--- src/rtl/core/nka_pkg.sv ---
`timescale 1ns / 1ps

package nka_pkg;

  localparam int MAX_WIDTH    = 64;
  localparam int COL_W        = $clog2(MAX_WIDTH);
  localparam int WCNT_W       = $clog2(MAX_WIDTH + 1);
  localparam int ROW_W        = 12;
  localparam int HEIGHT_LIMIT = 4096;

  localparam int CFG_W_W    = 7;
  localparam int CFG_H_W    = 13;
  localparam int CFG_IDX_W  = 2;
  localparam int CFG_DATA_W = 13;

  localparam int TYPE_W     = 2;
  localparam int KEY_W      = 8;
  localparam int TILE_W     = 8;
  localparam int IDX_W      = 18;
  localparam int WIDE_LIMIT = 3;
  localparam int LUT_DEPTH  = 1 << KEY_W;

  localparam int IN_FIELDS_W  = TYPE_W + KEY_W + TILE_W;
  localparam int IN_DATA_W    = ((IN_FIELDS_W + 7) / 8) * 8;
  localparam int OUT_FIELDS_W = IDX_W + TILE_W;
  localparam int OUT_DATA_W   = ((OUT_FIELDS_W + 7) / 8) * 8;

  localparam logic [CFG_IDX_W-1:0] REG_MAP_WIDTH  = CFG_IDX_W'(0);
  localparam logic [CFG_IDX_W-1:0] REG_MAP_HEIGHT = CFG_IDX_W'(1);

  typedef enum logic {
    MODE_CELL  = 1'b0,
    MODE_TABLE = 1'b1
  } mode_t;

  typedef struct packed {
    logic [IDX_W-1:0]  idx;
    logic [TILE_W-1:0] tile;
    logic              last;
  } out_word_t;

  typedef struct packed {
    logic              above_v;
    logic [IDX_W-1:0]  above_idx;
    logic [TILE_W-1:0] above_tile;
    logic              self_v;
    logic [IDX_W-1:0]  self_idx;
    logic [TILE_W-1:0] self_tile;
  } res_pair_t;

endpackage

--- src/rtl/core/neighbour_key_autotiler.sv ---
`timescale 1ns / 1ps

// channel  | dir | word contents (low bit first)               | tlast        | tuser
// s_axis   | in  | terrain[2], table_index[8], table_value[8]  | -            | mode
// m_axis   | out | cell_index[18], tile[8]                     | last_of_item | -
// cfg      | in  | cfg_index 0 = map_width, 1 = map_height; write only
//
// One input word per cycle while s_axis_tready is high; a map cell's results go
// through line store read, lookup table read and output register to m_axis.
// Last-row cells past row 0 give two words, so the output port sets the rate there.
// Each word writes a line store or the lookup table; both are read on enable.
// rst is synchronous; the lookup table reads as zero until written, no clear pass.
// s_axis_tready drops only while the result stage cannot load the output buffer.

module neighbour_key_autotiler
  import nka_pkg::*;
(
  input  logic                  clk,
  input  logic                  rst,
  input  logic                  s_axis_tvalid,
  output logic                  s_axis_tready,
  input  logic [IN_DATA_W-1:0]  s_axis_tdata,   // terrain, table_index, table_value
  input  logic                  s_axis_tuser,   // mode
  output logic                  m_axis_tvalid,
  input  logic                  m_axis_tready,
  output logic [OUT_DATA_W-1:0] m_axis_tdata,   // cell_index, tile
  output logic                  m_axis_tlast,   // last_of_item
  input  logic                  cfg_we,
  input  logic [CFG_IDX_W-1:0]  cfg_index,
  input  logic [CFG_DATA_W-1:0] cfg_data
);

  logic [CFG_W_W-1:0] map_width;
  logic [CFG_H_W-1:0] map_height;
  logic [WCNT_W-1:0]  w_eff;
  logic [COL_W-1:0]   w_last;
  logic [CFG_H_W-1:0] h_eff;
  logic [ROW_W-1:0]   h_last;

  logic [COL_W-1:0] col_count;
  logic [ROW_W-1:0] row_count;
  logic [IDX_W-1:0] row_base;
  logic [IDX_W-1:0] prev_base;

  logic               in_mode;
  logic [TYPE_W-1:0]  in_terrain;
  logic [KEY_W-1:0]   in_tbl_index;
  logic [TILE_W-1:0]  in_tbl_value;

  logic             en;
  logic             cell_acc;
  logic             tbl_acc;
  logic             emit_above;
  logic             emit_self;
  logic             border;
  logic [COL_W-1:0] col_east;

  logic [MAX_WIDTH-1:0] wide_flags;
  logic                 left_wide;

  logic              s1_valid;
  logic              s1_above;
  logic              s1_self;
  logic [TYPE_W-1:0] s1_terrain;
  logic [COL_W-1:0]  s1_col;
  logic              s1_border;
  logic              s1_above_wide;
  logic [IDX_W-1:0]  s1_idx_above;
  logic [IDX_W-1:0]  s1_idx_self;
  logic [TYPE_W-1:0] north;
  logic [TYPE_W-1:0] center;
  logic [TYPE_W-1:0] east;
  logic [TYPE_W-1:0] west;
  logic [KEY_W-1:0]  key;

  logic              s2_valid;
  logic              s2_above;
  logic              s2_self;
  logic [TYPE_W-1:0] s2_terrain;
  logic [COL_W-1:0]  s2_col;
  logic              s2_lut_ok;
  logic [TYPE_W-1:0] s2_center;
  logic [IDX_W-1:0]  s2_idx_above;
  logic [IDX_W-1:0]  s2_idx_self;
  logic [TILE_W-1:0] lut_data;
  logic [TILE_W-1:0] tile_above;
  logic              tile_wide;

  res_pair_t res;
  logic      can_load;

  assign in_mode      = s_axis_tuser;
  assign in_terrain   = s_axis_tdata[TYPE_W-1:0];
  assign in_tbl_index = s_axis_tdata[TYPE_W+KEY_W-1:TYPE_W];
  assign in_tbl_value = s_axis_tdata[IN_FIELDS_W-1:TYPE_W+KEY_W];

  always_comb begin
    if (map_width == '0) begin
      w_eff = WCNT_W'(1);
    end else if (32'(map_width) > MAX_WIDTH) begin
      w_eff = WCNT_W'(MAX_WIDTH);
    end else begin
      w_eff = WCNT_W'(map_width);
    end
    if (map_height == '0) begin
      h_eff = CFG_H_W'(1);
    end else if (32'(map_height) > HEIGHT_LIMIT) begin
      h_eff = CFG_H_W'(HEIGHT_LIMIT);
    end else begin
      h_eff = map_height;
    end
  end

  assign w_last = COL_W'(w_eff - WCNT_W'(1));
  assign h_last = ROW_W'(h_eff - CFG_H_W'(1));

  assign en            = !s2_valid || can_load;
  assign s_axis_tready = en;
  assign cell_acc      = s_axis_tvalid && en && (in_mode == MODE_CELL);
  assign tbl_acc       = s_axis_tvalid && en && (in_mode == MODE_TABLE);

  assign emit_above = (row_count != '0);
  assign emit_self  = (row_count == h_last);
  assign border     = (row_count == ROW_W'(1)) || (col_count == '0) || (col_count == w_last);
  assign col_east   = (col_count == COL_W'(MAX_WIDTH - 1)) ? '0 : col_count + COL_W'(1);

  // config and raster counters
  always_ff @(posedge clk) begin
    if (rst) begin
      map_width  <= CFG_W_W'(64);
      map_height <= CFG_H_W'(64);
      col_count  <= '0;
      row_count  <= '0;
      row_base   <= '0;
      prev_base  <= '0;
    end else if (cfg_we && (cfg_index == REG_MAP_WIDTH || cfg_index == REG_MAP_HEIGHT)) begin
      if (cfg_index == REG_MAP_WIDTH) begin
        map_width <= cfg_data[CFG_W_W-1:0];
      end else begin
        map_height <= cfg_data;
      end
      col_count <= '0;
      row_count <= '0;
      row_base  <= '0;
    end else if (cell_acc) begin
      if (col_count == w_last) begin
        col_count <= '0;
        if (row_count == h_last) begin
          row_count <= '0;
          row_base  <= '0;
        end else begin
          row_count <= row_count + ROW_W'(1);
          prev_base <= row_base;
          row_base  <= row_base + IDX_W'(w_eff);
        end
      end else begin
        col_count <= col_count + COL_W'(1);
      end
    end
  end

  nka_line_store u_line_store (
    .clk         (clk),
    .rd_en       (en),
    .rd_par      (row_count[0]),
    .rd_col      (col_count),
    .rd_col_east (col_east),
    .wr_en       (cell_acc),
    .wr_par      (row_count[0]),
    .wr_col      (col_count),
    .wr_data     (in_terrain),
    .north       (north),
    .center      (center),
    .east        (east)
  );

  // stage 1: line store data
  always_ff @(posedge clk) begin
    if (rst) begin
      s1_valid <= 1'b0;
    end else if (en) begin
      s1_valid <= cell_acc && (emit_above || emit_self);
    end
  end

  always_ff @(posedge clk) begin
    if (en) begin
      s1_above      <= emit_above;
      s1_self       <= emit_self;
      s1_terrain    <= in_terrain;
      s1_col        <= col_count;
      s1_border     <= border;
      s1_above_wide <= wide_flags[col_count];
      s1_idx_above  <= prev_base + IDX_W'(col_count);
      s1_idx_self   <= row_base + IDX_W'(col_count);
    end
  end

  // west neighbor is the center of the previous cell in the row
  always_ff @(posedge clk) begin
    if (en && s1_valid && s1_above) begin
      west <= center;
    end
  end

  assign key = {west, s1_terrain, east, north};

  nka_tile_lut u_tile_lut (
    .clk     (clk),
    .rst     (rst),
    .wr_en   (tbl_acc),
    .wr_addr (in_tbl_index),
    .wr_data (in_tbl_value),
    .rd_en   (en),
    .rd_addr (key),
    .rd_data (lut_data)
  );

  // stage 2: tile decision
  always_ff @(posedge clk) begin
    if (rst) begin
      s2_valid <= 1'b0;
    end else if (en) begin
      s2_valid <= s1_valid;
    end
  end

  always_ff @(posedge clk) begin
    if (en) begin
      s2_above     <= s1_above;
      s2_self      <= s1_self;
      s2_terrain   <= s1_terrain;
      s2_col       <= s1_col;
      s2_lut_ok    <= !s1_border && !s1_above_wide;
      s2_center    <= center;
      s2_idx_above <= s1_idx_above;
      s2_idx_self  <= s1_idx_self;
    end
  end

  assign tile_above = (s2_lut_ok && !left_wide) ? lut_data : TILE_W'(s2_center);
  assign tile_wide  = (tile_above > TILE_W'(WIDE_LIMIT));

  always_ff @(posedge clk) begin
    if (rst) begin
      wide_flags <= '0;
      left_wide  <= 1'b0;
    end else if (en && s2_valid && s2_above) begin
      wide_flags[s2_col] <= tile_wide;
      left_wide          <= tile_wide;
    end
  end

  always_comb begin
    res.above_v    = s2_above;
    res.above_idx  = s2_idx_above;
    res.above_tile = tile_above;
    res.self_v     = s2_self;
    res.self_idx   = s2_idx_self;
    res.self_tile  = TILE_W'(s2_terrain);
  end

  nka_out_buf u_out_buf (
    .clk           (clk),
    .rst           (rst),
    .load          (en && s2_valid),
    .res           (res),
    .can_load      (can_load),
    .m_axis_tvalid (m_axis_tvalid),
    .m_axis_tready (m_axis_tready),
    .m_axis_tdata  (m_axis_tdata),
    .m_axis_tlast  (m_axis_tlast)
  );

  a_col_range: assert property (@(posedge clk) disable iff (rst)
    col_count <= w_last)
    else $error("column counter beyond row width");

  a_row_range: assert property (@(posedge clk) disable iff (rst)
    row_count <= h_last)
    else $error("row counter beyond map height");

  a_row_base: assert property (@(posedge clk) disable iff (rst)
    (row_count != '0) |-> (row_base == prev_base + IDX_W'(w_eff)))
    else $error("row base out of step with previous row base");

  a_stall_hold: assert property (@(posedge clk) disable iff (rst)
    (s2_valid && !en) |=> (s2_valid && $stable(s2_idx_above) && $stable(s2_self)))
    else $error("result stage changed while stalled");

endmodule

--- src/rtl/core/nka_line_store.sv ---
`timescale 1ns / 1ps

module nka_line_store
  import nka_pkg::*;
(
  input  logic              clk,
  input  logic              rd_en,
  input  logic              rd_par,
  input  logic [COL_W-1:0]  rd_col,
  input  logic [COL_W-1:0]  rd_col_east,
  input  logic              wr_en,
  input  logic              wr_par,
  input  logic [COL_W-1:0]  wr_col,
  input  logic [TYPE_W-1:0] wr_data,
  output logic [TYPE_W-1:0] north,
  output logic [TYPE_W-1:0] center,
  output logic [TYPE_W-1:0] east
);

  // one row per parity; read-old on same-address write
  logic [TYPE_W-1:0] row0 [MAX_WIDTH];
  logic [TYPE_W-1:0] row1 [MAX_WIDTH];

  logic [TYPE_W-1:0] row0_a;
  logic [TYPE_W-1:0] row0_b;
  logic [TYPE_W-1:0] row1_a;
  logic [TYPE_W-1:0] row1_b;
  logic              par_q;

  always_ff @(posedge clk) begin
    if (rd_en) begin
      row0_a <= row0[rd_col];
      row0_b <= row0[rd_col_east];
    end
    if (wr_en && !wr_par) begin
      row0[wr_col] <= wr_data;
    end
  end

  always_ff @(posedge clk) begin
    if (rd_en) begin
      row1_a <= row1[rd_col];
      row1_b <= row1[rd_col_east];
      par_q  <= rd_par;
    end
    if (wr_en && wr_par) begin
      row1[wr_col] <= wr_data;
    end
  end

  assign north  = par_q ? row1_a : row0_a;
  assign center = par_q ? row0_a : row1_a;
  assign east   = par_q ? row0_b : row1_b;

endmodule

--- src/rtl/core/nka_tile_lut.sv ---
`timescale 1ns / 1ps

module nka_tile_lut
  import nka_pkg::*;
(
  input  logic              clk,
  input  logic              rst,
  input  logic              wr_en,
  input  logic [KEY_W-1:0]  wr_addr,
  input  logic [TILE_W-1:0] wr_data,
  input  logic              rd_en,
  input  logic [KEY_W-1:0]  rd_addr,
  output logic [TILE_W-1:0] rd_data
);

  logic [TILE_W-1:0]    mem [LUT_DEPTH];
  logic [LUT_DEPTH-1:0] written;
  logic [TILE_W-1:0]    data_q;
  logic                 written_q;

  always_ff @(posedge clk) begin
    if (rd_en) begin
      data_q <= mem[rd_addr];
    end
    if (wr_en) begin
      mem[wr_addr] <= wr_data;
    end
  end

  // unwritten entries read as zero
  always_ff @(posedge clk) begin
    if (rst) begin
      written   <= '0;
      written_q <= 1'b0;
    end else begin
      if (rd_en) begin
        written_q <= written[rd_addr];
      end
      if (wr_en) begin
        written[wr_addr] <= 1'b1;
      end
    end
  end

  assign rd_data = written_q ? data_q : '0;

endmodule

--- src/rtl/core/nka_out_buf.sv ---
`timescale 1ns / 1ps

module nka_out_buf
  import nka_pkg::*;
(
  input  logic                  clk,
  input  logic                  rst,
  input  logic                  load,
  input  res_pair_t             res,
  output logic                  can_load,
  output logic                  m_axis_tvalid,
  input  logic                  m_axis_tready,
  output logic [OUT_DATA_W-1:0] m_axis_tdata,   // cell_index, tile
  output logic                  m_axis_tlast    // last_of_item
);

  out_word_t   word0;
  out_word_t   word1;
  logic [1:0]  count;
  logic        pop;
  out_word_t   above_word;
  out_word_t   self_word;

  assign pop      = m_axis_tvalid && m_axis_tready;
  assign can_load = (count == 2'd0) || (count == 2'd1 && m_axis_tready);

  always_comb begin
    above_word.idx  = res.above_idx;
    above_word.tile = res.above_tile;
    above_word.last = !res.self_v;
    self_word.idx   = res.self_idx;
    self_word.tile  = res.self_tile;
    self_word.last  = 1'b1;
  end

  always_ff @(posedge clk) begin
    if (rst) begin
      count <= 2'd0;
    end else if (load) begin
      count <= (res.above_v && res.self_v) ? 2'd2 : 2'd1;
    end else if (pop) begin
      count <= count - 2'd1;
    end
  end

  always_ff @(posedge clk) begin
    if (load) begin
      word0 <= res.above_v ? above_word : self_word;
      word1 <= self_word;
    end else if (pop) begin
      word0 <= word1;
    end
  end

  assign m_axis_tvalid = (count != 2'd0);
  assign m_axis_tdata  = OUT_DATA_W'({word0.tile, word0.idx});
  assign m_axis_tlast  = word0.last;

endmodule

--- config.mk ---
export PLATFORM = sky130hd
export DESIGN_NAME = neighbour_key_autotiler
export DESIGN_NICKNAME = d
export VERILOG_FILES = /design/src/rtl/core/nka_pkg.sv /design/src/rtl/core/neighbour_key_autotiler.sv /design/src/rtl/core/nka_line_store.sv /design/src/rtl/core/nka_tile_lut.sv /design/src/rtl/core/nka_out_buf.sv
export SDC_FILE = /design/constraint.sdc
export NUM_CORES = 2
export LEC_CHECK = 0
export BUFFER_PORTS_ARGS = -buffer_cell sky130_fd_sc_hd__buf_2
export CAP_MARGIN = 30
export CORE_MARGIN = 3
export CORE_UTILIZATION = 45
export CTS_CLUSTER_DIAMETER = 120
export DETAILED_ROUTE_END_ITERATION = 6
export PLACE_DENSITY_LB_ADDON = 0.12
export SYNTH_ARGS = -nofsm -noshare
export SYNTH_HDL_FRONTEND = slang
export SYNTH_SLANG_ARGS = --single-unit
--- constraint.sdc ---
create_clock -name clk -period 4.8 [get_ports clk]
set_clock_uncertainty 0.1 [all_clocks]
set_input_delay 0.72 -clock clk [delete_from_list [all_inputs] [get_ports clk]]
set_output_delay 0.72 -clock clk [all_outputs]
set_load 0.005 [all_outputs]
==> reports/qor.csv <==
metric,value,unit
layout cells sized above 1,21.3,%
Vias,65500,
CP max stage delay,710,ps
row cnt,184,
Async SR Flop Fraction,0,%
LEAKAGE,41.8,nW
Slew headroom,12.7,%
Post-synth top flop,edfxtp_1,
CTS root buf,clkbuf_16,
drc violations,0,
Routability Congestion,0.840,
Die ar.,260000,µm²
Sequential Area,82100,µm²
synthesized-area fraction occupied by adder cells,0.360,%
worst path arrival time,4970,ps
overall power,53.6,mW
GRT overflow,0,
port buffer count,67,
later-pin clock latency in the skew report,930,ps
largest family of logic cells by synthesized area,multiplexers,
placed inst area,121000,µm²
worst path cell trace,buf_4 > mux2_8 > buf_4 > mux4_2 > a22oi_1 > a21oi_1 > or4_1 > a22oi_1 > buf_4 > o211ai_1,
num ports,80,
Detailed Route WL,313000,µm
largest net degree at the start of global routing,183,
Sw Pwr,11.7,mW
initial antenna violation count,11,
fmax,0.226,GHz
final hold viol count,0,
synthesized area,114000,µm²
NumNets Final,7393,
combinational power share,6.6,%
Max clock buf depth,4,
WS Path Type,flip-flop to flip-flop,
XOR/XNOR share of the synthesized area,0.430,%
clock slew at reported path FFs,60,ps
"commonest non-fill, non-tap cells in the layout","edfxtp_1, nor2_1, mux4_2",
Setup Slack @ Placement,402,ps
wire per inst,28.7,µm
cts repair resizes,0,
Final Setup Violations,0,
status,finished clean,
post-route cell area,131000,µm²
Crit. End Element,flip-flop,
DR vias/cell,6.01,
"EDFF count, synth",2467,
area delta synth->final,14.6,%
area of the multi-input gates,30200,µm²
Post-Syn Instances,6931,
first-pass GRT wire length,454000,µm
VDD IR-drop max,0.394,mV
sequential group share of total power,50.6,%
Routed Antenna Nets,0,
#FFs+latches synth,2867,
Hold Path Class,input pin to flip-flop,
Layout fillers,20600,
multiplexer share of the synthesized area,12.6,%
Mean Syn Cell Area,16.5,µm²
post-detail-place hpwl,194000,µm
crit path max fanout,40,
Pre-antenna DRT Iters,6,
Clock power frac,42.8,%
die width,510,µm
number of global-route vias before repair,65000,
Fin Setup TNS,0,ps
post-route minimum period,4430,ps
CP most frequent cell,buf_4,
CP required,5340,ps
final max-slew violation count,0,
post-layout worst setup margin,371,ps
internal power,41.9,mW
Slew @ Worst Pin,1310,ps
sequential fraction of the synthesis area,71.9,%
CTS tree,done,
Sw Ratio,21.9,%
Power Density,410,nW/µm²
Max Cap Viol,0,
CTS sink count,2867,
core area,252000,µm²
post-synthesis compound-gate area fraction,6.81,%
DIE HEIGHT,510,µm
fin crit share,92.3,%
"most common cell after layout, fill and taps aside",edfxtp_1,
Inserted Clock Buffers,314,
Synth Area in Simple Gates,5.98,%
RSZ-0062 raised after global routing,false,
CP max-delay cell,or4_1,
Synth cell types,86,
H-tree depth,5,
Min Hold Slack,93.1,ps
All-Layer GR Usage,23.9,%
Worst setup SP type,flip-flop,
YS warnings,0,
drt first-iter violations,6837,
Initial Util,45.3,%
[critical path, delay by kind of cell, from the launching register on]
family	cells	cell delay, ps
flip-flops	1	490
buffers and inverters	3	780
AND/OR/NAND/NOR	1	710
multiplexers	2	940
AO/OA/AOI/OAI	4	1020
[logic make-up after synthesis]
group / count (synthesis)
buffers and inverters: 500
muxes: 702
and+or+nand+nor: 1584
adders and majority gates: 31
DFF: 2867
AOI/OAI and AO/OA: 1190
other: 1
xor gates and xnor gates: 56
[power groups by stage]
stage	registers, mW	clock network, mW	logic, mW
after floorplan	27.6	0	2.00
after global placement	27.7	0	3.50
after detailed placement	27.7	0	3.55
after CTS	27.1	23.4	3.57
after global routing	27.1	24.4	3.73
final	27.1	22.9	3.53
[flip-flops by register name (all words and copies together) (netlist names), 6 cells and up]
signal                  flops
col_count                   6
map_height                 13
map_width                   7
prev_base                  18
row_base                   18
row_count                  12
s1_col                      6
s1_idx_above               18
s1_idx_self                18
s2_col                      6
s2_idx_above               18
s2_idx_self                18
u_line_store.row0         128
u_line_store.row1         128
u_out_buf.m_axis_tdata     26
u_out_buf.word1            20
u_tile_lut.data_q           8
u_tile_lut.mem           2048
u_tile_lut.written        256
wide_flags                 64
[per-stage QoR]
stage | util [%] | cells
after floorplan | - | 6936
after global placement | 48.0 | 10300
after detailed placement | 48.0 | 10300
after CTS | 51.9 | 10900
after global routing | 51.9 | 10900
final | 51.9 | 10900
[cell usage after synthesis (32+ instances only)]
library cell | instances | share of area, %
buf_1 | 36 | 0.12
nor3_1 | 39 | 0.17
inv_1 | 33 | 0.11
a21oi_1 | 404 | 1.8
nand2_1 | 315 | 1.0
o22ai_1 | 34 | 0.19
mux4_2 | 584 | 12
xnor2_1 | 37 | 0.28
nand3_1 | 109 | 0.48
mux2i_1 | 97 | 0.85
buf_4 | 32 | 0.21
dfxtp_1 | 400 | 7.0
nor2_1 | 898 | 3.0
a221oi_1 | 53 | 0.41
edfxtp_1 | 2467 | 65
clkbuf_1 | 319 | 1.0
buf_2 | 62 | 0.27
a22o_1 | 41 | 0.31
o21ai_0 | 129 | 0.57
a22oi_1 | 346 | 2.3
[timing repair]
action | CTS | global route
hold buffers | 13 | 1
endpoints found under the hold margin | 20 | 1
buffers inserted | 0 | 0
[final timing paths]
check / startpoint / endpoint / slack [ps] / cells past startpoint
hold reg to reg: s1_col[4] / s2_col[4] / 310 / 0
setup / recovery: u_line_store.par_q / u_tile_lut.data_q[0] / 370 / 10
setup reg to reg: u_line_store.par_q / u_tile_lut.data_q[0] / 370 / 10
hold / removal: s_axis_tdata[10] / u_tile_lut.mem[92][0] / 90 / 1
[cell type report]
class                      count  area share [%]
sequential                  2867            62.8
inverter                      38           0.113
antenna                        5         0.00957
clock inverter               122           0.838
tap                         3348            3.20
multi-input combinational   3569            23.1
timing repair buffer         527            3.47
clock buffer                 420            6.54
[routing by layer]
layer	up-vias	routed length (µm)	global-route usage (%)
li1	28300	-	-
met2	2534	149000	37.9
met5	-	10	0
met4	2	10300	7.62
met1	34100	132000	34.1
met3	540	22000	3.61
(Power assumes the default switching activity.)
